==> src/hw/rtl/sst_ram.sv <==
// ----------------------------------------------------------------------------
// sst_ram
// simple dual port ram, one write and one registered read per cycle
// ----------------------------------------------------------------------------
module sst_ram #(
  parameter int DEPTH = 64,
  parameter int WIDTH = 8
) (
  input  logic                     clk,
  input  logic                     we,
  input  logic [$clog2(DEPTH)-1:0] waddr,
  input  logic [WIDTH-1:0]         wdata,
  input  logic [$clog2(DEPTH)-1:0] raddr,
  output logic [WIDTH-1:0]         rdata
);

  logic [WIDTH-1:0] mem [DEPTH];

  always_ff @(posedge clk) begin
    if (we) begin
      mem[waddr] <= wdata;
    end
    rdata <= mem[raddr];
  end

endmodule

==> config.mk <==
export PLATFORM = sky130hd
export DESIGN_NAME = sst_ram
export DESIGN_NICKNAME = d
export VERILOG_FILES = /design/src/hw/rtl/sst_ram.sv
export SDC_FILE = /design/constraint.sdc
export NUM_CORES = 1
export LEC_CHECK = 0
export ABC_AREA = 1
export BUFFER_PORTS_ARGS = -buffer_cell sky130_fd_sc_hd__buf_2
export CORE_MARGIN = 10
export CORE_UTILIZATION = 34
export DETAILED_ROUTE_END_ITERATION = 8
export PLACE_DENSITY = 0.45
export SLEW_MARGIN = 40
export SYNTH_ARGS = -nofsm -noshare
export SYNTH_HDL_FRONTEND = slang
export SYNTH_SLANG_ARGS = --single-unit
==> constraint.sdc <==
create_clock -name clk -period 2.3 [get_ports clk]
set_input_delay 0.23 -clock clk [delete_from_list [all_inputs] [get_ports clk]]
set_output_delay 0.23 -clock clk [all_outputs]
set_load 0.005 [all_outputs]
==> flow_summary.yaml <==
status:
  outcome: "finished, final reports clean"
power:
  p_per_area_mw_per_mm2: 838
  p_total_mw: 20.7
  power.share.switching: 0.228
  internal-power_mw: 16.0
  p_leak_nw: 8.95
  peakVddDrop_uv: 530
  pwr-share-seq: 0.509
  p_clk_frac: 0.427
  comb_power_share: 0.065
  switching_power_mw: 4.71
setup_path:
  cp-end-kind: "output port"
  cp_slowest_cell: "dfxtp_1"
  crit_chain: "buf_2"
  critical_path_buf_inv_count: 1
  crit_fanout: 1
  path_class: "reg2out"
  path_delay_family: "flip-flops"
  start_kind: "flop"
  arrival_ns: 1.26
  critPathMaxStageDelay_ns: 0.45
  critPathRequiredTime_ns: 2.07
synth:
  seq_area_frac_synth: 0.728
  synthCells: 1805
  synth_area_leader_cell: "edfxtp_1"
  synth-seq-cells: 520
  syn-num-nets: 1827
  synthTopCellsByArea: "edfxtp_1, nand2_1, nand3_1"
  syn_area_mm2: 0.0213
  synth-warning-count: 0
  synthDominantCellAreaShare: 0.720
  synth.distinct_cells: 16
  syn_area_per_cell_um2: 11.8
run:
  maxCapViolations: 0
sta:
  setup_tns_ns: 0
  rsz0062_at_grt: "false"
  skew_ns: 0.0255
  worst_slew_pin_slew_ns: 0.697
  setup_ws_ns: 0.814
  hold_violations: 0
  max_freq_mhz: 673
  slew_headroom: 0.536
  slew_violations: 0
  finalHoldWorstSlack_ns: 0.0685
  fin_crit_sh: 0.646
  layout_min_cycle_time_ns: 1.49
  setup_violations: 0
clock_network:
  clkTransAtPathRegs_ns: 0.06
  cts_resized: 0
  cts-root-buf: "clkbuf_16"
  cts_num_sinks: 520
  clk_latency_ns: 0.62
  htreeDepth: 2
  post_cts_buffers: 0
  cts_tree: "yes"
  clockBufferDepth: 3
  cts_hold_buf: 0
  numCtsBuffers: 58
final_layout:
  final_cells: 2782
  drive_gt1_frac: 0.116
  fin_nets: 1924
  area_growth_pct: 15.8
floorplan:
  initial_core_util: 0.345
  dieHeight_um: 271
  fp.dieW_um: 271
  fp.coreArea_mm2: 0.0619
  io_pins: 30
  num_rows: 91
  die_area_mm2: 0.0732
global_routing:
  grt_pass1_vias: 13800
  grt_max_degree: 75
  grt_use_total: 0.164
  grt_pass1_wl_mm: 91.2
  gr-total-overflow: 0
  antenna_found_initial: 4
placed_design:
  port_buffers: 29
  dpl.hpwl_mm: 36.6
  place.gp.congestion: 0.784
  place_ws_ns: 0.281
  dp.cells: 2679
routing:
  wirelength_mm: 60.6
  wl_per_cell_um: 21.8
  viasPerCell: 4.99
  drc: 0
  dr.pass1.iters: 5
  ant_nets: 0
  num_vias: 13900
  drtIter0Drc: 1227
min_path:
  min_path_type: "in2reg"
synth_stat cells:
cell type and instances:
buf_1 10, buf_2 37, buf_4 14, buf_6 35, buf_8 2, clkbuf_1 15, dfxtp_1 8, edfxtp_1 512
inv_1 10, inv_2 1, inv_6 1, nand2_1 648, nand3_1 439, nand4_1 9, nor2_1 56, nor4_1 8
cell families (layout without fill, tap and decap cells):
group	count (synthesis)	in the layout	synth area share
other	0	1	0
buffers and inverters	125	264	0.0402
AND/OR/NAND/NOR	1160	1160	0.232
flip-flops	520	520	0.728
power by group through the flow:
stage               logic (mW)  registers [mW]  clock network, mW
floorplan                0.737            10.7                  0
global placement          1.36            10.7                  0
detailed placement        1.36            10.7                  0
CTS                       1.36            10.5               9.02
global route              1.48            10.5               9.40
finish                    1.34            10.5               8.84
flip-flops by register name (all words and copies together), names as in the netlist:
register,cells
mem,512
rdata,8
path summary, 6_finish.rpt:
check                 startpoint          endpoint  slack (ns)  depth (start not counted)
max             rdata[0]$_DFF_P_          rdata[0]        0.81                          1
min                     raddr[5]  rdata[2]$_DFF_P_        0.07                          3
max reg2reg  mem[3][5]$_DFFE_PP_  rdata[5]$_DFF_P_        0.96                          8
min reg2reg  mem[4][4]$_DFFE_PP_  rdata[4]$_DFF_P_        0.84                          8
cells in the final DEF (no fill, tap or decap), types with 2 or more instances in the layout:
| cell | instances |
|---|---|
| nand2_1 | 648 |
| edfxtp_1 | 512 |
| nand3_1 | 439 |
| buf_4 | 98 |
| clkbuf_16 | 59 |
| nor2_1 | 56 |
| buf_2 | 27 |
| buf_12 | 24 |
| clkbuf_1 | 21 |
| inv_1 | 9 |
| nand4_1 | 9 |
| clkinv_1 | 9 |
| nor4_1 | 8 |
| dfxtp_1 | 8 |
| clkinv_2 | 5 |
| bufinv_16 | 4 |
| inv_6 | 2 |
final cells by class:
| class | count | area (µm²) |
|---|---|---|
| Tap cell | 837 | 1050 |
| Clock buffer | 80 | 1560 |
| Antenna cell | 1 | 2.50 |
| Timing Repair Buffer | 150 | 1370 |
| Clock inverter | 22 | 213 |
| Multi-Input combinational cell | 1160 | 4950 |
| Sequential cell | 520 | 15500 |
| Inverter | 12 | 55.1 |
| Fill cell | 5959 | 37200 |
layer usage:
layer | part of all wire | GRT usage | vias to the layer above
met5 | 0.00063 | 0 | -
met4 | 0.018 | 0.0356 | 6
met3 | 0.055 | 0.0309 | 97
met2 | 0.45 | 0.251 | 346
met1 | 0.48 | 0.237 | 6895
li1 | - | - | 6547
through the flow:
stage                     utilization  instance area [µm²]
final                           0.399                24700
after floorplan                     -                21300
after detailed placement        0.370                22900
after global routing            0.399                24700
after global placement          0.370                22900
after CTS                       0.399                24700
Note: power is estimated with default switching activity, not from simulation.
